===== src/rtl/fqd_pkg.sv =====
package fqd_pkg;

   localparam int DEF_SAMPLE_WIDTH  = 16;
   localparam int DEF_ANGLE_WIDTH   = 16;
   localparam int DEF_CORDIC_STAGES = 16;

   localparam int MID_DEPTH = 4;
   localparam int OUT_DEPTH = 2;

   localparam int ACC_WIDTH = 32;
   localparam logic [ACC_WIDTH-1:0] ACC_PI = 32'h8000_0000;

   // atan(2^-k), 2^31 = pi
   localparam logic [ACC_WIDTH-1:0] ATAN_TABLE [0:31] = '{
      32'd536870912, 32'd316933406, 32'd167458908, 32'd85004756,
      32'd42667331,  32'd21354465,  32'd10679838,  32'd5340245,
      32'd2670163,   32'd1335087,   32'd667544,    32'd333772,
      32'd166886,    32'd83443,     32'd41722,     32'd20861,
      32'd10430,     32'd5215,      32'd2608,      32'd1304,
      32'd652,       32'd326,       32'd163,       32'd81,
      32'd41,        32'd20,        32'd10,        32'd5,
      32'd3,         32'd1,         32'd1,         32'd0
   };

   typedef struct packed {
      logic full;
      logic empty;
   } fqd_fifo_status_type;

   // low product bits dropped so the cordic cannot overflow
   function automatic int prod_shift(int sw);
      return (2 * sw > 61) ? (2 * sw - 61) : 0;
   endfunction

endpackage


===== src/rtl/fqd_front.sv =====
module fqd_front import fqd_pkg::*; #(
   parameter int SAMPLE_WIDTH = DEF_SAMPLE_WIDTH
) (
   input  logic                                clock,
   input  logic                                reset,
   input  logic                                advance,
   input  logic                                push,
   input  logic signed [SAMPLE_WIDTH-1:0]      sample_i,
   input  logic signed [SAMPLE_WIDTH-1:0]      sample_q,
   output logic                                out_push,
   output logic [2*SAMPLE_WIDTH-prod_shift(SAMPLE_WIDTH):0] out_re,
   output logic [2*SAMPLE_WIDTH-prod_shift(SAMPLE_WIDTH):0] out_im
);

   localparam int PW = 2 * SAMPLE_WIDTH;
   localparam int PS = prod_shift(SAMPLE_WIDTH);
   localparam int RW = PW - PS + 1;

   logic                           accept;
   logic signed [SAMPLE_WIDTH-1:0] prev_i_ff, prev_q_ff;
   logic                           st1_valid_ff, st2_valid_ff;
   logic signed [PW-1:0]           p_ac_ff, p_bd_ff, p_bc_ff, p_ad_ff;
   logic signed [PW-1:0]           p_ac_in, p_bd_in, p_bc_in, p_ad_in;
   logic [RW-1:0]                  re_ff, re_in, im_ff, im_in;

   assign accept = push && advance;

   // sample times conjugate of previous sample
   assign p_ac_in = sample_i * prev_i_ff;
   assign p_bd_in = sample_q * prev_q_ff;
   assign p_bc_in = sample_q * prev_i_ff;
   assign p_ad_in = sample_i * prev_q_ff;

   assign re_in = {p_ac_ff[PW-1], p_ac_ff[PW-1:PS]} + {p_bd_ff[PW-1], p_bd_ff[PW-1:PS]};
   assign im_in = {p_bc_ff[PW-1], p_bc_ff[PW-1:PS]} - {p_ad_ff[PW-1], p_ad_ff[PW-1:PS]};

   always_ff @(posedge clock) begin
      if (reset) begin
         prev_i_ff    <= '0;
         prev_q_ff    <= '0;
         st1_valid_ff <= 1'b0;
         st2_valid_ff <= 1'b0;
      end else begin
         if (accept) begin
            prev_i_ff <= sample_i;
            prev_q_ff <= sample_q;
         end
         if (advance) begin
            st1_valid_ff <= accept;
            st2_valid_ff <= st1_valid_ff;
         end
      end
   end

   always_ff @(posedge clock) begin
      if (advance) begin
         p_ac_ff <= p_ac_in;
         p_bd_ff <= p_bd_in;
         p_bc_ff <= p_bc_in;
         p_ad_ff <= p_ad_in;
         re_ff   <= re_in;
         im_ff   <= im_in;
      end
   end

   assign out_push = advance && st2_valid_ff;
   assign out_re   = re_ff;
   assign out_im   = im_ff;

endmodule


===== config.mk =====
export PLATFORM = sky130hd
export DESIGN_NAME = fqd_front
export DESIGN_NICKNAME = d
export VERILOG_FILES = /design/src/rtl/fqd_pkg.sv /design/src/rtl/fqd_front.sv
export SDC_FILE = /design/constraint.sdc
export NUM_CORES = 2
export LEC_CHECK = 0
export BUFFER_PORTS_ARGS = -buffer_cell sky130_fd_sc_hd__buf_2
export CORE_ASPECT_RATIO = 0.5
export CORE_MARGIN = 2
export CORE_UTILIZATION = 25
export CTS_CLUSTER_DIAMETER = 60
export DETAILED_ROUTE_END_ITERATION = 16
export GPL_ROUTABILITY_DRIVEN = 0
export PLACE_DENSITY = 0.46
export RECOVER_POWER = 25
export SKIP_CTS_REPAIR_TIMING = 1
export SLEW_MARGIN = 15
export SYNTH_ARGS = -nofsm -noshare
export SYNTH_HDL_FRONTEND = slang
export SYNTH_SLANG_ARGS = --single-unit

===== constraint.sdc =====
create_clock -name clock -period 10.88 [get_ports clock]
set_input_delay 1.632 -clock clock [delete_from_list [all_inputs] [get_ports clock]]
set_output_delay 1.632 -clock clock [all_outputs]
set_load 0.02 [all_outputs]

==> results_dict.tcl <==
set metrics [dict create \
    rsz0062_at_grt "no" \
    grt_pass1_vias 36030 \
    yosysTopAreaCell "fa_1" \
    synth_cell_type_count 62 \
    cts_sinks 228 \
    arrival_ns 9.31 \
    grt-ovfl-total 0 \
    coreArea_sq_mm 0.1961 \
    synth_top_area_frac 0.4268 \
    ios 103 \
    fin_nets 6592 \
    relSlewSlack -1.139 \
    clk_latency_ns 0.63 \
    synth.net_count 6611 \
    grt_pass1_wl_um 216700 \
    route.detailed.drc 0 \
    die_y_um 317.9 \
    drtIter0Drc 1897 \
    clk_pin_slew_worst_paths_ns 0.05 \
    antenna_found_initial 10 \
    hold_slack_ns 0.4793 \
    die_w_um 631.7 \
    n_fill_cell 20890 \
    worst_slew_pin_slew_ns 3.209 \
    final_max_slew_viol_count 196 \
    crit_fanout 30 \
    fp-row-count 115 \
    cts-buffers-inserted 43 \
    synth_seq_cells 228 \
    leakage_nw 26.72 \
    powerDensity_mw_per_mm2 146.5 \
    worst_ep_required_time_ns 11.23 \
    max_freq_mhz 111.6 \
    die-area_sq_mm 0.2008 \
    cts_max_path_buffers 3 \
    io_buffers 102 \
    setup-tns-final_ns 0 \
    avgSynthCellArea_sq_um 9.595 \
    syn_inst 5133 \
    dr_total_vias 33300 \
    initial_utilization 0.2511 \
    place_ws_ns 2.157 \
    min_period_ns 8.961 \
    syn_area_sq_mm 0.04925 \
    violations "max-capacitance violations, max-slew violations" \
    register_area_sq_mm 0.006525 \
    wire_per_inst_um 17.24 \
    ir_drop_mv 0.1129 \
    layout_setup_ws_ns 1.919 \
    maxCapViolCount 5 \
    yosys-top-cells-area "fa_1 (43%), edfxtp_1 (12%), ha_1 (10%)" \
    ant_nets 0 \
    gr-usage-all-layers 0.1395 \
    dr.pass1.iters 5 \
    period_share 0.8236 \
    htreeDepth 2 \
    clock_skew_ns 0.03123 \
    hold_viol 0 \
    worstSetupPathType "input pin to flop" \
    dp.final_hpwl_um 103300 \
    ys_seq_area_frac 0.1321 \
    critical_path.endpoint_type "flop" \
    cts_tree "built" \
    syn_to_final_growth_pct 9.740 \
    wl_um 134300 \
    startpoint_type "input pin" \
    status "finished with violations" \
    drive_above_1_share 0.04739 \
    cts_root_buffer "clkbuf_16" \
    yosys_warnings 0 \
    synth_edf_count 194 \
    grt_max_degree 74 \
    layout_commonest_cell "inv_1" \
    setup_viol 0 \
    synth_flop_cell "edfxtp_1" \
    multi_input_area_sq_mm 0.03743 \
    hp-class "flop to flop" \
    async_flop_share 0 \
    mostFrequentLayoutCells "inv_1 (1209), fa_1 (1050), nand2_1 (588), and2_1 (501), ha_1 (392)" \
    vias_per_cell 4.277 \
]
## cell usage after synthesis (43+ instances only)
library cell and instances:
a21o_1 68, a21oi_1 170, and2_1 509, clkbuf_1 207, edfxtp_1 194, fa_1 1050
ha_1 392, inv_1 1209, nand2_1 588, nand2b_1 44, nor2_1 122, o21ai_0 68
xnor2_1 152, xor2_1 43
## report_power, final
part | switching (mW) | total (mW) | leakage, nW | internal, mW
logic | 3.00 | 4.86 | 23.8 | 1.86
registers | 0.183 | 1.66 | 2.21 | 1.48
clock network | 0.574 | 1.40 | 0.700 | 0.823
## registers in the layout, indices dropped and copies added, names as in the netlist
register      cells
out_im           33
out_re           33
p_ac_ff          32
p_ad_ff          32
p_bc_ff          32
p_bd_ff          32
prev_i_ff        16
prev_q_ff        16
st1_valid_ff      1
st2_valid_ff      1
## cell families (layout without fill, tap and decap cells)
group	Yosys count	count (layout)	synth area share
compound gates	463	463	0.05990
buf+inv	1416	1432	0.1079
flops	228	228	0.1321
simple gates	1388	1388	0.1389
other cells	0	6	0
mux	1	1	0.0002032
xor+xnor	195	195	0.03468
fa+ha+maj	1442	1442	0.5264
## through the flow
stage,util,cell area (sq um),power (mW),std cells
3_5_place_dp,0.2683,52620,6.554,7701
4_1_cts,0.2757,54060,8.024,7781
2_1_floorplan,-,49250,4.995,5133
6_report,0.2756,54050,7.916,7787
5_1_grt,0.2756,54050,8.665,7786
3_3_place_gp,0.2683,52620,6.580,7701
## path summary, 6_finish.rpt
check               startpoint            to  slack, ns  cells past startpoint
hold / removal    st1_valid_ff  st1_valid_ff       0.48                      2
setup reg to reg  prev_i_ff[8]   p_bc_ff[30]       3.29                     20
hold reg to reg   st1_valid_ff  st1_valid_ff       0.48                      2
setup / recovery   sample_q[0]   p_bd_ff[30]       1.92                     23
## worst max-delay path: stages
cell      delay [ns]
buf_2           0.21
clkbuf_1        1.45
nand2_1         0.21
fa_1            0.46
inv_1           0.08
fa_1            0.41
ha_1            0.21
fa_1            0.48
inv_1           0.06
fa_1            0.49
fa_1            0.49
inv_1           0.04
ha_1            0.32
o21ai_0         0.10
nand2b_1        0.11
a31o_2          0.26
o41ai_1         0.90
o41ai_1         0.15
buf_4           0.22
o311ai_0        0.50
o21ai_0         0.19
a21oi_1         0.19
xnor2_1         0.09
## area by class of cell
cell class | instances | area share
Multi-Input combinational cell | 3489 | 0.6926
Sequential cell | 228 | 0.1207
Inverter | 1209 | 0.08396
Tap cell | 2632 | 0.06093
Clock buffer | 51 | 0.02125
Timing Repair Buffer | 143 | 0.01484
Clock inverter | 29 | 0.005463
Antenna cell | 6 | 0.0002778
## metal layers
metal	vias up	track usage	routed length, um
met5	-	0	7
met4	2	0.04240	4155
met3	118	0.01374	4918
met2	577	0.2229	61060
met1	17240	0.1991	64120
li1	15370	-	-
Power figures use the tool's default switching activity.
