[src/rtl/fqd_pkg.sv]
package fqd_pkg;

   localparam int DEF_SAMPLE_WIDTH  = 16;
   localparam int DEF_ANGLE_WIDTH   = 16;
   localparam int DEF_CORDIC_STAGES = 16;

   localparam int MID_DEPTH = 4;
   localparam int OUT_DEPTH = 2;

   localparam int ACC_WIDTH = 32;
   localparam logic [ACC_WIDTH-1:0] ACC_PI = 32'h8000_0000;

   // atan(2^-k), 2^31 = pi
   localparam logic [ACC_WIDTH-1:0] ATAN_TABLE [0:31] = '{
      32'd536870912, 32'd316933406, 32'd167458908, 32'd85004756,
      32'd42667331,  32'd21354465,  32'd10679838,  32'd5340245,
      32'd2670163,   32'd1335087,   32'd667544,    32'd333772,
      32'd166886,    32'd83443,     32'd41722,     32'd20861,
      32'd10430,     32'd5215,      32'd2608,      32'd1304,
      32'd652,       32'd326,       32'd163,       32'd81,
      32'd41,        32'd20,        32'd10,        32'd5,
      32'd3,         32'd1,         32'd1,         32'd0
   };

   typedef struct packed {
      logic full;
      logic empty;
   } fqd_fifo_status_type;

   // low product bits dropped so the cordic cannot overflow
   function automatic int prod_shift(int sw);
      return (2 * sw > 61) ? (2 * sw - 61) : 0;
   endfunction

endpackage

[src/rtl/fqd_back.sv]
module fqd_back import fqd_pkg::*; #(
   parameter int SAMPLE_WIDTH  = DEF_SAMPLE_WIDTH,
   parameter int ANGLE_WIDTH   = DEF_ANGLE_WIDTH,
   parameter int CORDIC_STAGES = DEF_CORDIC_STAGES
) (
   input  logic                   clock,
   input  logic                   reset,
   input  logic                   advance,
   input  logic                   in_valid,
   input  logic [2*SAMPLE_WIDTH-prod_shift(SAMPLE_WIDTH):0] in_re,
   input  logic [2*SAMPLE_WIDTH-prod_shift(SAMPLE_WIDTH):0] in_im,
   output logic                   in_pop,
   output logic                   out_push,
   output logic [ANGLE_WIDTH-1:0] out_phase
);

   localparam int RW = 2 * SAMPLE_WIDTH - prod_shift(SAMPLE_WIDTH) + 1;
   localparam int XW = RW + 2;
   localparam int N  = CORDIC_STAGES;

   logic                        valid_ff [0:N];
   logic                        zero_ff  [0:N];
   logic signed [XW-1:0]        x_ff [0:N];
   logic signed [XW-1:0]        y_ff [0:N];
   logic [ACC_WIDTH-1:0]        z_ff [0:N];
   logic signed [XW-1:0]        x_in [0:N];
   logic signed [XW-1:0]        y_in [0:N];
   logic [ACC_WIDTH-1:0]        z_in [0:N];
   logic                        zero_in;
   logic signed [XW-1:0]        re_ext, im_ext;
   logic [ANGLE_WIDTH-1:0]      phase;

   assign in_pop = advance && in_valid;

   // left half plane is folded over by pi
   assign re_ext  = {{(XW-RW){in_re[RW-1]}}, in_re};
   assign im_ext  = {{(XW-RW){in_im[RW-1]}}, in_im};
   assign zero_in = (in_re == '0) && (in_im == '0);
   assign x_in[0] = in_re[RW-1] ? -re_ext : re_ext;
   assign y_in[0] = in_re[RW-1] ? -im_ext : im_ext;
   assign z_in[0] = in_re[RW-1] ? ACC_PI : '0;

   for (genvar k = 0; k < N; k++) begin : g_stage
      logic signed [XW-1:0] xs, ys;
      logic                 y_pos;
      assign xs    = x_ff[k] >>> k;
      assign ys    = y_ff[k] >>> k;
      assign y_pos = !y_ff[k][XW-1] && (y_ff[k] != '0);
      assign x_in[k+1] = y_pos ? x_ff[k] + ys : x_ff[k] - ys;
      assign y_in[k+1] = y_pos ? y_ff[k] - xs : y_ff[k] + xs;
      assign z_in[k+1] = y_pos ? z_ff[k] + ATAN_TABLE[k] : z_ff[k] - ATAN_TABLE[k];
   end

   always_ff @(posedge clock) begin
      if (reset) begin
         for (int k = 0; k <= N; k++) begin
            valid_ff[k] <= 1'b0;
         end
      end else if (advance) begin
         valid_ff[0] <= in_valid;
         for (int k = 0; k < N; k++) begin
            valid_ff[k+1] <= valid_ff[k];
         end
      end
   end

   always_ff @(posedge clock) begin
      if (advance) begin
         zero_ff[0] <= zero_in;
         for (int k = 0; k < N; k++) begin
            zero_ff[k+1] <= zero_ff[k];
         end
         for (int k = 0; k <= N; k++) begin
            x_ff[k] <= x_in[k];
            y_ff[k] <= y_in[k];
            z_ff[k] <= z_in[k];
         end
      end
   end

   // round to nearest output step when narrower than the accumulator, wrapping at pi
   if (ANGLE_WIDTH < ACC_WIDTH) begin : g_round
      logic [ACC_WIDTH-1:0] z_round;
      assign z_round = z_ff[N] + (ACC_WIDTH'(1) << (ACC_WIDTH - 1 - ANGLE_WIDTH));
      assign phase   = z_round[ACC_WIDTH-1 -: ANGLE_WIDTH];
   end else begin : g_full
      assign phase = z_ff[N][ANGLE_WIDTH-1:0];
   end

   assign out_push  = advance && valid_ff[N];
   assign out_phase = zero_ff[N] ? '0 : phase;

endmodule

[config.mk]
export PLATFORM = sky130hd
export DESIGN_NAME = fqd_back
export DESIGN_NICKNAME = d
export VERILOG_FILES = /design/src/rtl/fqd_pkg.sv /design/src/rtl/fqd_back.sv
export SDC_FILE = /design/constraint.sdc
export NUM_CORES = 2
export LEC_CHECK = 0
export BUFFER_PORTS_ARGS = -buffer_cell sky130_fd_sc_hd__buf_2
export CORE_MARGIN = 10
export CORE_UTILIZATION = 58
export CTS_CLUSTER_SIZE = 16
export DETAILED_ROUTE_END_ITERATION = 10
export GPL_TIMING_DRIVEN = 0
export PLACE_DENSITY = 0.78
export SLEW_MARGIN = 10
export SYNTH_ARGS = -nofsm -noshare
export SYNTH_HDL_FRONTEND = slang
export SYNTH_SLANG_ARGS = --single-unit
[constraint.sdc]
create_clock -name clock -period 13.2 [get_ports clock]
set_input_delay 1.32 -clock clock [delete_from_list [all_inputs] [get_ports clock]]
set_output_delay 1.32 -clock clock [all_outputs]
set_load 0.01 [all_outputs]
==> impl_metrics.ini <==
[status]
outcome = completed

[sta]
slew_headroom_pct = 10.1
finalSetupViolCount = 0
timing.setup.tns_ps = 0
worst_slew_pin_slew_ps = 1340
min_period_ps = 9060
finalHoldViolCount = 0
timing.final.crit_share_pct = 68.6
rsz0062_at_grt = false
fmax_ghz = 0.110
clock_skew_ps = 85.2
slew_violations = 0

[grt]
grt_max_degree = 178
antenna_found_initial = 5
grt_usage_pct = 25.9
grt_pass1_vias = 96500
overflow = 0
grt_pass1_wl_um = 516000

[final_layout]
final_layout_size_suffix_gt1_share_pct = 4.28
fin_nets = 15300
area_growth_pct = 8.11
fillCellCount = 18300

[synthesis]
synth-edff-count = 1528
synth_flop_cell = edfxtp_1
ys_ff_latch = 1528
synth-async-reset-ratio_pct = 0
syn_area_um2 = 129000
yosys_warnings = 0
synth_cell_types = 104
yosysSeqAreaShare_pct = 35.5
synthCells = 13400
postSynthAreaPerCell_um2 = 9.64

[die]
die_w_um = 492
ios = 88
start_util_pct = 58.2
rows = 173
core_area_um2 = 222000
dieHeight_um = 492
die_area_um2 = 242000

[placement]
gp_congestion = 0.988
numPortBuffers = 87
hpwl_um = 259000

[worst_setup_path]
r2r_slack_ps = 4140
worstSetupPathType = reg -> reg
crit_arrival_ps = 9630
startpoint_type = register
reg2reg_depth = 24
path_max_fanout = 19
worstReg2RegStart = y_ff[0][145]
worstSetupEndpointType = register
cp-startpoint = y_ff[0][145]
r2r-end = x_ff[0][209]
crit_end = x_ff[0][209]
cp.required_ps = 13780

[routing]
vias = 103000
wl_per_cell_um = 19.6
first_iter_violations = 8701
ant_nets = 0
vias_per_cell = 6.13
wl_um = 329000
drt_pass1_iterations = 7
drc = 0

[run]
drv_cap = 0

[cts]
path_clk_slew_ps = 60
hold_buffers = 0
cts_made_buffers = 173
cts_resized = 0
root_buffer = clkbuf_16
clk_latency_ps = 860
cts_setup_buffers = 0
cts_tree = yes
htree_levels = 4
cts_buffer_depth = 3
cts.sinks = 1528

[min_path]
hold_class = reg -> reg
-- metrics by stage --
step                      hold slack (ps)  area [µm²]  cells  util, %  setup WS (ps)
after floorplan                       400      129000  13400        -           6550
after global placement                403      133000  16500     60.1         -13630
after detailed placement              405      134000  16500     60.3           4420
after CTS                             415      140000  16800     62.9           4380
after global routing                  422      140000  16800     62.9           3630
final                                 414      140000  16800     62.9           4140
-- registers in the layout, summed over array words and instances, names as in the netlist --
signal,count
x_ff,510
zero_ff,17
valid_ff,17
y_ff,560
z_ff,424
-- cell families after synthesis --
family,share of synthesized area [%]
buffers and inverters,2.35
adders and majority gates,14.7
DFF,35.5
muxes,0.564
xor gates and xnor gates,13.1
AOI/OAI and AO/OA,20.2
other,0.00291
and+or+nand+nor,13.6
-- cell type report --
cell class	instances	area [µm²]	area share, %
diodes	4	10.0	0.00717
plain buffers	202	906	0.649
clock buffers	201	4460	3.19
clock inverters	117	1330	0.949
inverters	569	2140	1.53
multi-input cells	11100	80300	57.6
flip-flops and latches	1528	45900	32.9
well taps	2975	3720	2.67
repair buffers	100	781	0.559
-- worst max-delay path, cell delays in order, from the launching register on --
cell	delay [ps]
edfxtp_1	420
inv_1	120
ha_1	210
nand3_1	170
nor4_1	1050
nand4_1	630
nand2b_1	220
clkbuf_1	530
clkinv_1	560
clkbuf_2	590
nor2_1	260
xor2_1	230
ha_1	310
a21o_1	190
a21oi_1	260
o21ai_0	190
a31o_2	290
o31ai_1	510
o21ai_0	250
o41ai_1	680
o21ai_1	230
o31ai_1	460
o21ai_0	150
a21oi_1	190
xnor2_1	80
-- how the worst min path moves through the flow --
stage                        from       endpoint  depth (start not counted)
CTS                 zero_ff[0][2]  zero_ff[0][3]                          0
finish              zero_ff[0][2]  zero_ff[0][3]                          0
global placement    zero_ff[0][6]  zero_ff[0][7]                          0
global route        zero_ff[0][2]  zero_ff[0][3]                          0
detailed placement  zero_ff[0][2]  zero_ff[0][3]                          0
floorplan            z_ff[0][321]   z_ff[0][353]                          0
-- synthesized netlist by cell type (91+ instances only) --
| cell | number | area (µm²) |
|---|---|---|
| o41ai_1 | 103 | 902 |
| o31ai_1 | 221 | 1660 |
| a31oi_1 | 91 | 569 |
| a21o_1 | 586 | 4400 |
| edfxtp_1 | 1528 | 45900 |
| a211oi_1 | 103 | 773 |
| nor2_1 | 959 | 3600 |
| nor2b_1 | 201 | 1260 |
| nand2b_1 | 253 | 1580 |
| inv_1 | 551 | 2070 |
| and2_1 | 93 | 582 |
| o21ai_0 | 759 | 3800 |
| nor3_1 | 284 | 1420 |
| ha_1 | 1446 | 18100 |
| nand3_1 | 270 | 1350 |
| and3_1 | 122 | 763 |
| nor4_1 | 128 | 801 |
| a21oi_1 | 1332 | 6670 |
| o21a_1 | 205 | 1540 |
| nand2_1 | 702 | 2640 |
| clkbuf_1 | 133 | 499 |
| or3_1 | 141 | 882 |
| o21bai_1 | 184 | 1380 |
| xnor2_1 | 1317 | 11500 |
| xor2_1 | 617 | 5400 |
-- cells in the final DEF (no fill, tap or decap), types with 284 or more instances in the layout --
cell type / count
a21o_1: 586
a21oi_1: 1332
edfxtp_1: 1528
ha_1: 1446
inv_1: 551
nand2_1: 702
nor2_1: 959
nor3_1: 284
o21ai_0: 759
xnor2_1: 1317
xor2_1: 617
-- routing by layer --
metal	vias up	share of wire, %	GRT usage (%)
met3	664	6.8	4.01
met1	48400	42	33.3
met5	-	0.0039	0
met2	3484	47	43.3
li1	50600	-	-
met4	2	4.4	10.8
Power is left out: the tool's default activity adds up to more than one toggle a clock period on the data nets, which glitch-free logic cannot reach.
