[config.mk]
export PLATFORM = sky130hd
export DESIGN_NAME = fqd_fifo
export DESIGN_NICKNAME = d
export VERILOG_FILES = /design/src/rtl/fqd_pkg.sv /design/src/rtl/fqd_fifo.sv
export SDC_FILE = /design/constraint.sdc
export NUM_CORES = 1
export LEC_CHECK = 0
export ABC_AREA = 1
export ABC_CLOCK_PERIOD_IN_PS = 1890
export BUFFER_PORTS_ARGS = -buffer_cell sky130_fd_sc_hd__buf_4
export CAP_MARGIN = 20
export CORE_ASPECT_RATIO = 0.6
export CORE_MARGIN = 5
export CORE_UTILIZATION = 51
export CTS_CLUSTER_DIAMETER = 100
export DETAILED_ROUTE_END_ITERATION = 6
export HOLD_SLACK_MARGIN = 0.15
export PLACE_DENSITY = 0.81
export REMOVE_ABC_BUFFERS = 1
export SYNTH_ARGS = -nofsm -noshare
export SYNTH_HDL_FRONTEND = slang
export SYNTH_SLANG_ARGS = --single-unit
[constraint.sdc]
create_clock -name clock -period 1.89 [get_ports clock]
set_clock_uncertainty 0.1 [all_clocks]
set_input_delay 0.189 -clock clock [delete_from_list [all_inputs] [get_ports clock]]
set_output_delay 0.189 -clock clock [all_outputs]
set_load 0.02 [all_outputs]
[src/rtl/fqd_pkg.sv]
package fqd_pkg;

   localparam int DEF_SAMPLE_WIDTH  = 16;
   localparam int DEF_ANGLE_WIDTH   = 16;
   localparam int DEF_CORDIC_STAGES = 16;

   localparam int MID_DEPTH = 4;
   localparam int OUT_DEPTH = 2;

   localparam int ACC_WIDTH = 32;
   localparam logic [ACC_WIDTH-1:0] ACC_PI = 32'h8000_0000;

   // atan(2^-k), 2^31 = pi
   localparam logic [ACC_WIDTH-1:0] ATAN_TABLE [0:31] = '{
      32'd536870912, 32'd316933406, 32'd167458908, 32'd85004756,
      32'd42667331,  32'd21354465,  32'd10679838,  32'd5340245,
      32'd2670163,   32'd1335087,   32'd667544,    32'd333772,
      32'd166886,    32'd83443,     32'd41722,     32'd20861,
      32'd10430,     32'd5215,      32'd2608,      32'd1304,
      32'd652,       32'd326,       32'd163,       32'd81,
      32'd41,        32'd20,        32'd10,        32'd5,
      32'd3,         32'd1,         32'd1,         32'd0
   };

   typedef struct packed {
      logic full;
      logic empty;
   } fqd_fifo_status_type;

   // low product bits dropped so the cordic cannot overflow
   function automatic int prod_shift(int sw);
      return (2 * sw > 61) ? (2 * sw - 61) : 0;
   endfunction

endpackage

[src/rtl/fqd_fifo.sv]
module fqd_fifo import fqd_pkg::*; #(
   parameter int WIDTH = DEF_ANGLE_WIDTH,
   parameter int DEPTH = OUT_DEPTH
) (
   input  logic                clock,
   input  logic                reset,
   input  logic                wr_en,
   input  logic [WIDTH-1:0]    wr_data,
   input  logic                rd_en,
   output logic [WIDTH-1:0]    rd_data,
   output fqd_fifo_status_type status
);

   localparam int AW = (DEPTH > 1) ? $clog2(DEPTH) : 1;
   localparam int CW = $clog2(DEPTH + 1);

   logic [WIDTH-1:0] mem_ff [0:DEPTH-1];
   logic [AW-1:0]    wr_ptr_ff, wr_ptr_in;
   logic [AW-1:0]    rd_ptr_ff, rd_ptr_in;
   logic [CW-1:0]    count_ff, count_in;

   assign wr_ptr_in = (wr_ptr_ff == AW'(DEPTH - 1)) ? '0 : wr_ptr_ff + AW'(1);
   assign rd_ptr_in = (rd_ptr_ff == AW'(DEPTH - 1)) ? '0 : rd_ptr_ff + AW'(1);

   always_comb begin
      count_in = count_ff;
      if (wr_en && !rd_en) begin
         count_in = count_ff + CW'(1);
      end else if (rd_en && !wr_en) begin
         count_in = count_ff - CW'(1);
      end
   end

   always_ff @(posedge clock) begin
      if (reset) begin
         wr_ptr_ff <= '0;
         rd_ptr_ff <= '0;
         count_ff  <= '0;
      end else begin
         if (wr_en) begin
            wr_ptr_ff <= wr_ptr_in;
         end
         if (rd_en) begin
            rd_ptr_ff <= rd_ptr_in;
         end
         count_ff <= count_in;
      end
   end

   always_ff @(posedge clock) begin
      if (wr_en) begin
         mem_ff[wr_ptr_ff] <= wr_data;
      end
   end

   assign rd_data      = mem_ff[rd_ptr_ff];
   assign status.full  = (count_ff == CW'(DEPTH));
   assign status.empty = (count_ff == '0);

endmodule

==> results of run 1 <==
[layout by cell type, fill, tap and decap left out]
cell type       n
buf_4          41
nand3_1         1
dfxtp_1         5
edfxtp_1       32
dlygate4sd3_1  20
mux2_2          6
mux2_4         10
nand4_1         1
inv_1           9
o21ai_0         1
ha_1            1
nor2_1          7
clkbuf_1        2
nor3_1          1
a21oi_1         1
xnor2_1         1
nand2_1         5
clkbuf_8        6
[metal layers]
metal	vias up	GRT usage [%]	routed length [um]
met5	-	0	0
met4	0	8.72	59
met3	7	7.19	239
met2	37	27.0	1390
met1	407	14.9	1060
li1	425	-	-
[worst min-delay path, stage by stage (launching register included)]
cell     delay [ps]
dfxtp_1         330
nor2_1          100
nor3_1           50
[final cells by class]
class,count,area share [%]
inverters,9,1.65
flip-flops and latches,37,51.9
well taps,32,1.96
multi-input cells,35,15.2
repair buffers,61,24.9
clock buffers,8,4.41
[power by group]
group / internal (mW) / switching (mW)
combinational: 0.174 / 0.155
sequential: 0.940 / 0.0161
clock: 0.297 / 0.256
[state kept, by name (all words and copies together), names as in the netlist, named ones only]
name       flops
mem_ff        32
rd_ptr_ff      1
wr_ptr_ff      1
count_ff       2
[worst min-delay path by stage]
stage	from	end	slack, ps	cells past startpoint
after CTS	wr_ptr_ff	wr_ptr_ff	420	2
after floorplan	reset	flip-flop	160	1
after global placement	wr_data[3]	mem_ff[1][3]	270	1
final	wr_ptr_ff	wr_ptr_ff	420	2
after global routing	wr_ptr_ff	wr_ptr_ff	440	2
after detailed placement	wr_data[11]	mem_ff[0][11]	280	1
[logic make-up after synthesis]
logic type | Yosys count | synth area share, %
mux | 16 | 15.2
flops | 37 | 73.9
compound gates | 2 | 0.696
xor+xnor | 1 | 0.610
simple gates | 15 | 4.27
buf+inv | 11 | 4.53
fa+ha+maj | 1 | 0.871
[per-stage QoR]
| step | power, mW | util [%] | instance area, um^2 |
|---|---|---|---|
| floorplan | 1.14 | - | 1410 |
| global placement | 1.26 | 67.6 | 1750 |
| detailed placement | 1.27 | 67.6 | 1750 |
| CTS | 1.85 | 78.8 | 2040 |
| global route | 1.93 | 78.8 | 2040 |
| finish | 1.84 | 78.8 | 2040 |
==> key figures, run 1 <==
Status
  • Run status: finished, final reports clean

Synthesis
  • EDFF count, synth: 32
  • Combined area of all synthesized cells: about 1400 um^2
  • Number of instances in the synthesized netlist: 83
  • Top post-synthesis cells by count: edfxtp_1 (32), mux2_4 (10), inv_1 (9)
  • Most frequent cell after synthesis: edfxtp_1
  • Area share of the largest cell type after synthesis: 66.9%
  • Largest cells by area after synthesis: edfxtp_1 (67%), mux2_4 (10%), dfxtp_1 (7.0%), mux2_2 (4.7%), inv_1 (2.4%)
  • Fraction of registers with async set/reset: 0%
  • Flip-flop and latch count after synthesis: 37
  • Area leader, netlist: edfxtp_1
  • Sequential cell area fraction in the yosys report: about 74%
  • Warnings, synthesis: 0
  • Ys flop type: edfxtp_1
  • Distinct cell type count of the synthesized netlist: 16
  • Post-Syn Area per Cell: 17.3 um^2

Setup path
  • Cell breakdown of the critical path: buf_4, mux2_2, buf_4
  • Launch instance of the worst register-to-register path: rd_ptr_ff
  • Depth of the worst register-to-register path: 3
  • Delay of the slowest cell on the worst path: about 350 ps
  • Worst path slowest cell: mux2_2
  • Critical path data arrival time: 1320 ps
  • Critical Path Fanout Max: 9
  • Worst Path Class, Setup: flip-flop to output pin
  • Element type at the critical path end: output pin
  • Slack of the worst reg-to-reg path: between 500 and 600 ps
  • Cell occurring most often along the worst timing path: buf_4
  • Capture point of the worst path: rd_data[4]
  • Worst reg2reg endpoint: rd_ptr_ff
  • CP startpoint kind: flip-flop
  • Sum of buffers and inverters on the critical path: 2
  • Required time of the critical path: 1600 ps
  • Family with the most delay on the worst path: buffers and inverters
  • Critical path depth: 3

Layout
  • Area of the multi-input gates: just over 300 um^2
  • Number of fill cells in the layout: between 150 and 200
  • Number of nets in the finished design: 170
  • Storage cell area: between 1000 and 1500 um^2
  • Post-route non-filler standard cell count: 182
  • Number of antenna repair diodes: 0
  • Fraction of final layout cells with drive strength greater than 1: 42.0%
  • Layout overhead on the synthesized area: 42.2%

Global routing
  • Global Route Usage Sum: ~15%
  • Maximum number of pins on one net before global-route repair: 17
  • Overflow after GRT: 0
  • Antenna violations before repair: 0
  • Via count of the first global-routing pass: 951
  • First-pass GRT wire length: about 4.3 mm

Worst hold path
  • HP Class: flip-flop to flip-flop

Clock tree
  • Clock tree from TritonCTS: yes
  • Post-CTS Repair Setup Buffers: 0
  • Worst-case clock buffer depth: 2
  • Insertion delay to the later sink of the worst-skew pair: roughly 290 ps
  • Post-cts repair resize count: 0
  • TritonCTS buffer count: 5
  • Hold buffers post-CTS: 20
  • Root Buffer: clkbuf_8
  • Htree depth: 2
  • Clock Pin Slew Worst Setup and Hold Paths: approximately 70 ps
  • Number of clock sinks seen by CTS: 37

STA
  • Tightest Pin Transition: between 200 and 300 ps
  • Period minus WS final: between 1500 and 2000 ps
  • Max-Slew Margin vs Limit: 81.1%
  • Maximum frequency from static timing analysis: 622 MHz
  • Crit path setup slack, layout: 282 ps
  • Setup Viol. Count Final: 0
  • Worst hold slack after final layout: 423 ps
  • Period utilization: roughly 85%
  • Setup TNS: 0 ps
  • Unrepaired setup endpoints after global routing: false
  • Total count of hold-check failures in the final report: 0
  • Final number of max-transition violations: 0

Route
  • Routed wire length: around 2.8 mm
  • Vias after detailed routing: a little under 900
  • Number of antenna-violating nets in the routed design: 0
  • Routed via count divided by cell count: slightly below 5
  • Routed len/inst: between 15 and 20 um
  • Count of TritonRoute iterations in the first routing pass: 4
  • Number of violations reported at the end of detailed-routing iteration 0: 48
  • DR DRC count: 0

Die
  • Die footprint: roughly 4000 um^2
  • Horizontal extent of the die: roughly 79 um
  • Core Box Area: roughly 2600 um^2
  • Die Y-Extent: 51.1 um
  • Starting density of the core: a little under three fifths
  • Top Ports: 38
  • Placement row count: 14

Placement
  • Post-Place Worst Slack: approximately 590 ps
  • Number of cells in the design after placement: roughly 150
  • Detail Placement HPWL: about 1.8 mm
  • Number of buffers added on ports: 37
  • Final Wtd Congestion: about 0.76

Job
  • Max-cap check violation count: 0

Power and ir drop
  • Worst VDD drop: around 0.63 mV
  • Standby leakage power: 0.856 nW
  • Cell area power density: 900 nW/um^2
Power figures use the tool's default switching activity.
==> run 2: changes to the inputs <==
--- a/config.mk
+++ b/config.mk
@@ -9,13 +9,12 @@
 export ABC_CLOCK_PERIOD_IN_PS = 1890
 export BUFFER_PORTS_ARGS = -buffer_cell sky130_fd_sc_hd__buf_4
 export CAP_MARGIN = 20
-export CORE_ASPECT_RATIO = 0.6
 export CORE_MARGIN = 5
 export CORE_UTILIZATION = 51
 export CTS_CLUSTER_DIAMETER = 100
 export DETAILED_ROUTE_END_ITERATION = 6
 export HOLD_SLACK_MARGIN = 0.15
-export PLACE_DENSITY = 0.81
+export PLACE_DENSITY_LB_ADDON = 0.2
 export REMOVE_ABC_BUFFERS = 1
 export SYNTH_ARGS = -nofsm -noshare
 export SYNTH_HDL_FRONTEND = slang
==> key figures, run 2 (synthesis gave the netlist of run 1 again) <==
Setup path
  • CP startpoint kind: flip-flop
  • Critical path data arrival time: 1460 ps (+140 ps)
  • Delay of the slowest cell on the worst path: 370 ps (+20 ps)
  • Critical Path Fanout Max: 16 (+7)
  • Sum of buffers and inverters on the critical path: 2 (unchanged)
  • Family with the most delay on the worst path: buffers and inverters
  • Cell breakdown of the critical path: buf_4, mux2_2, buf_4
  • Element type at the critical path end: output pin
  • Worst Path Class, Setup: flip-flop to output pin
  • Required time of the critical path: 1600 ps (about the same)
  • Cell occurring most often along the worst timing path: buf_4
  • Worst path slowest cell: mux2_2

Worst hold path
  • HP Class: flip-flop to flip-flop

Route
  • DR DRC count: 0 (unchanged)
  • Count of TritonRoute iterations in the first routing pass: 3 (-1)
  • Number of antenna-violating nets in the routed design: 0 (unchanged)
  • Vias after detailed routing: 902 (+3.0%)
  • Met2 routed WL: 1.49 mm (+6.7%)
  • Routed via count divided by cell count: 4.98 (+3.5%)
  • Number of violations reported at the end of detailed-routing iteration 0: 25 (-48%)
  • Highest layer used for signal routing: met4
  • Routed wire length: 2.73 mm (-0.80%)
  • Met3 wire length: 152 um (-36%)
  • Routed len/inst: 15.1 um (-0.25%)
  • Routed length on met1: 1.04 mm (-1.3%)

Layout
  • Number of nets in the finished design: 170 (unchanged)
  • Post-route non-filler standard cell count: 181 (-0.55%)
  • Register containing the most flip-flops in the final layout: mem_ff
  • Fraction of final layout cells with drive strength greater than 1: 43.3% (+1.3 points)
  • Leading cell types in the layout, fill and taps excluded: buf_4 (41), edfxtp_1 (32), dlygate4sd3_1 (20), mux2_4 (10), inv_1 (9)
  • Registers with the most flip-flops: mem_ff x32, count_ff x2
  • Leading cell type in the layout, fill and taps excluded: buf_4
  • Area of all placed cells without fillers: 2020 um^2 (-1.0%)
  • Number of fill cells in the layout: 181 (+14%)
  • Number of antenna repair diodes: 0 (unchanged)
  • Number of flip-flops under the largest register name: 32 (unchanged)
  • Layout overhead on the synthesized area: 40.8%

Status
  • Run status: finished, final reports clean

Clock tree
  • Post-cts repair resize count: 0 (unchanged)
  • Clock Pin Slew Worst Setup and Hold Paths: 110 ps (+40 ps)
  • Root Buffer: clkbuf_4
  • Insertion delay to the later sink of the worst-skew pair: 330 ps (+40 ps)
  • Number of clock sinks seen by CTS: 37 (unchanged)
  • Hold buffers post-CTS: 20 (unchanged)
  • Worst-case clock buffer depth: 2 (unchanged)
  • TritonCTS buffer count: 5 (unchanged)
  • Post-CTS Repair Setup Buffers: 0 (unchanged)
  • Clock tree from TritonCTS: yes
  • Htree depth: 2 (unchanged)

Global routing
  • Overflow after GRT: 0 (unchanged)
  • Global Route Usage Sum: 14.8% (-0.49 points)
  • First-pass GRT wire length: 4.43 mm (+2.2%)
  • Via count of the first global-routing pass: 960 (+0.95%)
  • Antenna violations before repair: 0 (unchanged)
  • Maximum number of pins on one net before global-route repair: 18 (+1)

Placement
  • Number of buffers added on ports: 37 (unchanged)
  • Cell Area, Placed: 1750 um^2 (about the same)
  • Final Wtd Congestion: 0.626 (-17%)
  • Detail Placement HPWL: 1.72 mm (-4.0%)
  • Number of cells in the design after placement: 153 (-0.65%)

Power and ir drop
  • Final Power: 1.75 mW (-5.0%)
  • Cell area power density: 863 nW/um^2 (-4.0%)
  • Standby leakage power: 0.852 nW (-0.51%)
  • Worst VDD drop: 0.790 mV (+26%)

STA
  • Maximum frequency from static timing analysis: 570 MHz (-8.3%)
  • Period utilization: 92.8% (+7.7 points)
  • Tightest Pin Transition: 278 ps (-5.61 ps)
  • Total count of hold-check failures in the final report: 0 (unchanged)
  • Max-Slew Margin vs Limit: 81.5% (+0.39 points)
  • Unrepaired setup endpoints after global routing: false
  • Final number of max-transition violations: 0 (unchanged)
  • Setup TNS: 0 ps (unchanged)
  • Period minus WS final: 1750 ps (+145 ps)
  • Setup Viol. Count Final: 0 (unchanged)

Die
  • Top Ports: 38 (unchanged)
  • Core Box Area: 2730 um^2 (+5.5%)
  • Starting density of the core: 52.5% (-2.9 points)
  • Die footprint: 3980 um^2 (-0.87%)
  • Horizontal extent of the die: 63.1 um (-20%)
  • Placement row count: 19 (+5)
  • Die Y-Extent: 63.1 um (+23%)

Job
  • Max-cap check violation count: 0 (unchanged)
==> run 2: final timing paths <==
| kind | start | to | slack, ps | cells after the start |
|---|---|---|---|---|
| min | wr_ptr_ff | wr_ptr_ff | 440 | 2 |
| max | flip-flop | rd_data[5] | 140 | 3 |
| max reg2reg | rd_ptr_ff | flip-flop | 550 | 3 |
| min reg2reg | wr_ptr_ff | wr_ptr_ff | 440 | 2 |
==> run 2: worst min-delay path, delay by kind of cell (launching register included) <==
family | cells | cell delay [ps]
flip-flops | 1 | 340
AND/OR/NAND/NOR | 2 | 160
==> run 2: where the power goes <==
part | switching (mW) | internal [mW]
registers | 0.0156 | 0.939
clock network | 0.248 | 0.216
logic | 0.154 | 0.173
total | 0.418 | 1.33
==> run 2: metrics by stage <==
step	hold slack (ps)	setup slack [ps]	utilization, %
2_1_floorplan	161	384	-
3_3_place_gp	274	520	64.1
3_5_place_dp	278	505	64.1
4_1_cts	441	119	74.0
5_1_grt	453	50.5	74.0
6_report	437	137	74.0
==> run 2: cell type report <==
cell class	count	area (um^2)	share of cell area (%)
Clock inverter	1	5.00	0.248
Multi-Input combinational cell	35	310	15.3
Clock buffer	7	65.1	3.22
Inverter	9	33.8	1.67
Sequential cell	37	1060	52.5
Tap cell	31	38.8	1.92
Timing Repair Buffer	61	508	25.1
==> run 2: metal layers <==
| metal | vias to the layer above | GRT usage, % |
|---|---|---|
| met2 | 24 | 26.7 |
| met1 | 443 | 14.8 |
| li1 | 429 | - |
| met5 | - | 0 |
| met4 | 0 | 5.84 |
| met3 | 6 | 6.04 |
==> run 3: changes to the inputs <==
--- a/config.mk
+++ b/config.mk
@@ -15,6 +15,7 @@
 export DETAILED_ROUTE_END_ITERATION = 6
 export HOLD_SLACK_MARGIN = 0.15
 export PLACE_DENSITY_LB_ADDON = 0.2
+export RECOVER_POWER = 100
 export REMOVE_ABC_BUFFERS = 1
 export SYNTH_ARGS = -nofsm -noshare
 export SYNTH_HDL_FRONTEND = slang
==> key figures, run 3 (synthesis gave the netlist of run 1 again) <==
Status
  • Run status: finished, final reports clean

STA
  • Total count of hold-check failures in the final report: 0 (unchanged)
  • Unrepaired setup endpoints after global routing: false
  • Setup TNS: 0 ps (unchanged)
  • Maximum frequency from static timing analysis: 581 MHz (+1.9%)
  • Worst hold slack after final layout: 435 ps (-1.41 ps)
  • Tightest Pin Transition: 478 ps (+200 ps)
  • Period utilization: 91.1% (-1.7 points)
  • Final number of max-transition violations: 0 (unchanged)
  • Crit path setup slack, layout: 169 ps (+32.2 ps)
  • Max-Slew Margin vs Limit: 68.1% (-13 points)
  • Period minus WS final: 1720 ps (-32.2 ps)
  • Setup Viol. Count Final: 0 (unchanged)

Route
  • Number of antenna-violating nets in the routed design: 0 (unchanged)
  • Count of TritonRoute iterations in the first routing pass: 4 (+1)
  • DR DRC count: 0 (unchanged)
  • Routed via count divided by cell count: 4.96 (-0.44%)
  • Number of violations reported at the end of detailed-routing iteration 0: 37 (+48%)
  • Vias after detailed routing: 898 (-0.44%)
  • Routed len/inst: 15.0 um (-0.62%)
  • Routed wire length: 2.71 mm (-0.62%)

Global routing
  • Via count of the first global-routing pass: 960 (unchanged)
  • Global Route Usage Sum: 14.8% (unchanged)
  • Overflow after GRT: 0 (unchanged)
  • Antenna violations before repair: 0 (unchanged)
  • First-pass GRT wire length: 4.43 mm (unchanged)
  • Maximum number of pins on one net before global-route repair: 18 (unchanged)

Clock tree
  • Insertion delay to the later sink of the worst-skew pair: 330 ps (about the same)
  • Number of clock sinks seen by CTS: 37 (unchanged)
  • Worst-case clock buffer depth: 2 (unchanged)
  • TritonCTS buffer count: 5 (unchanged)
  • Post-CTS Repair Setup Buffers: 0 (unchanged)
  • Htree depth: 2 (unchanged)
  • Root Buffer: clkbuf_4
  • Clock tree from TritonCTS: yes
  • Clock Pin Slew Worst Setup and Hold Paths: 110 ps (about the same)

Job
  • Max-cap check violation count: 0 (unchanged)

Die
  • Top Ports: 38 (unchanged)
  • Placement row count: 19 (unchanged)
  • Core Box Area: 2730 um^2 (unchanged)
  • Starting density of the core: 52.5% (unchanged)
  • Die Y-Extent: 63.1 um (unchanged)
  • Die footprint: 3980 um^2 (unchanged)
  • Horizontal extent of the die: 63.1 um (unchanged)

Layout
  • Number of antenna repair diodes: 0 (unchanged)
  • Register containing the most flip-flops in the final layout: mem_ff
  • Final design utilization: 70.8% (-3.1 points)
  • Number of nets in the finished design: 170 (unchanged)
  • Fraction of final layout cells with drive strength greater than 1: 31.3% (-12 points)
  • Number of fill cells in the layout: 210 (+16%)
  • Area of all placed cells without fillers: 1940 um^2 (-4.2%)
  • Leading cell types in the layout, fill and taps excluded: edfxtp_1 (32), dlygate4sd3_1 (20), clkbuf_4 (18), buf_4 (12)
  • Area of the multi-input gates: 277 um^2 (-11%)
  • Leading cell type in the layout, fill and taps excluded: edfxtp_1
  • Registers with the most flip-flops: mem_ff x32, count_ff x2
  • Layout overhead on the synthesized area: 34.8%
  • Storage cell area: 1060 um^2 (unchanged)
  • Number of flip-flops under the largest register name: 32 (unchanged)
  • Post-route non-filler standard cell count: 181 (unchanged)

Power and ir drop
  • Flop pwr share: 56.0% (+1.3 points)
  • Clock network fraction of total power: 27.2% (+0.6 points)
  • Switching share of power: 24.3% (+0.33 points)
  • Combinational cell fraction of total power: 16.7% (-2.1 points)
  • Final Power: 1.70 mW (-2.5%)
  • Cell area power density: 878 nW/um^2 (+1.7%)
  • Worst VDD drop: 0.788 mV (-0.29%)
  • Standby leakage power: 0.779 nW (-8.5%)
  • Internal power consumption: 1.29 mW (-2.9%)
  • Net switching power of the design: 0.413 mW (-1.2%)

Setup path
  • Worst Path Class, Setup: flip-flop to output pin
  • CP startpoint kind: flip-flop
  • Critical Path Fanout Max: 16 (unchanged)
  • Required time of the critical path: 1600 ps (about the same)
  • Critical path data arrival time: 1430 ps (-30 ps)
  • Element type at the critical path end: output pin

Worst hold path
  • HP Class: flip-flop to flip-flop

Placement
  • Detail Placement HPWL: 1.72 mm (unchanged)
  • Post-Place Worst Slack: 505 ps (unchanged)
  • Final Wtd Congestion: 0.626 (unchanged)
  • Number of buffers added on ports: 37 (unchanged)
  • Number of cells in the design after placement: 153 (unchanged)
  • Cell Area, Placed: 1750 um^2 (unchanged)
[run 3: cell types whose count changed in the layout (fill, tap and decap cells not counted)]
cell	before	now
clkbuf_4	5	18
clkbuf_1	0	9
buf_4	41	12
mux2_4	10	1
clkbuf_2	0	7
mux2_1	0	9
[run 3: power by group through the flow]
| stage | sequential [mW] | combinational (mW) | clock, mW |
|---|---|---|---|
| after floorplan | 0.981 | 0.155 | 0 |
| after global placement | 0.970 | 0.284 | 0 |
| after detailed placement | 0.973 | 0.293 | 0 |
| after CTS | 0.955 | 0.330 | 0.474 |
| after global routing | 0.958 | 0.308 | 0.514 |
| final | 0.953 | 0.285 | 0.463 |
[run 3: path summary, 6_finish.rpt]
kind | depth (start not counted) | to | startpoint | slack [ps]
worst min register to register | 2 | wr_ptr_ff | wr_ptr_ff | 440
worst min-delay path | 2 | wr_ptr_ff | wr_ptr_ff | 440
worst max-delay path | 3 | rd_data[10] | flip-flop | 170
worst max register to register | 3 | flip-flop | rd_ptr_ff | 550
[run 3: worst max-delay path: stages (launching register included)]
cell,delay (ps)
dfxtp_1,320
buf_4,240
mux2_1,370
buf_4,160
[run 3: repair_timing]
item                       in CTS  in global routing
hold buffers                   20                  0
hold endpoints to repair       37                  0
setup endpoints to repair       0                  0
resized for setup               0                  0
[run 3: layer usage]
metal / vias up / share of wire [%] / track usage, %
li1: 432 / - / -
met1: 436 / 38 / 14.8
met2: 24 / 55 / 26.7
met3: 6 / 5.5 / 6.04
met4: 0 / 1.7 / 5.84
met5: - / 0 / 0
[run 3: cell type report]
type,count,share of cell area (%)
Sequential cell,37,54.8
Timing Repair Buffer,61,23.6
Multi-Input combinational cell,35,14.3
Clock buffer,7,3.36
Tap cell,31,2.00
Inverter,9,1.74
Clock inverter,1,0.258
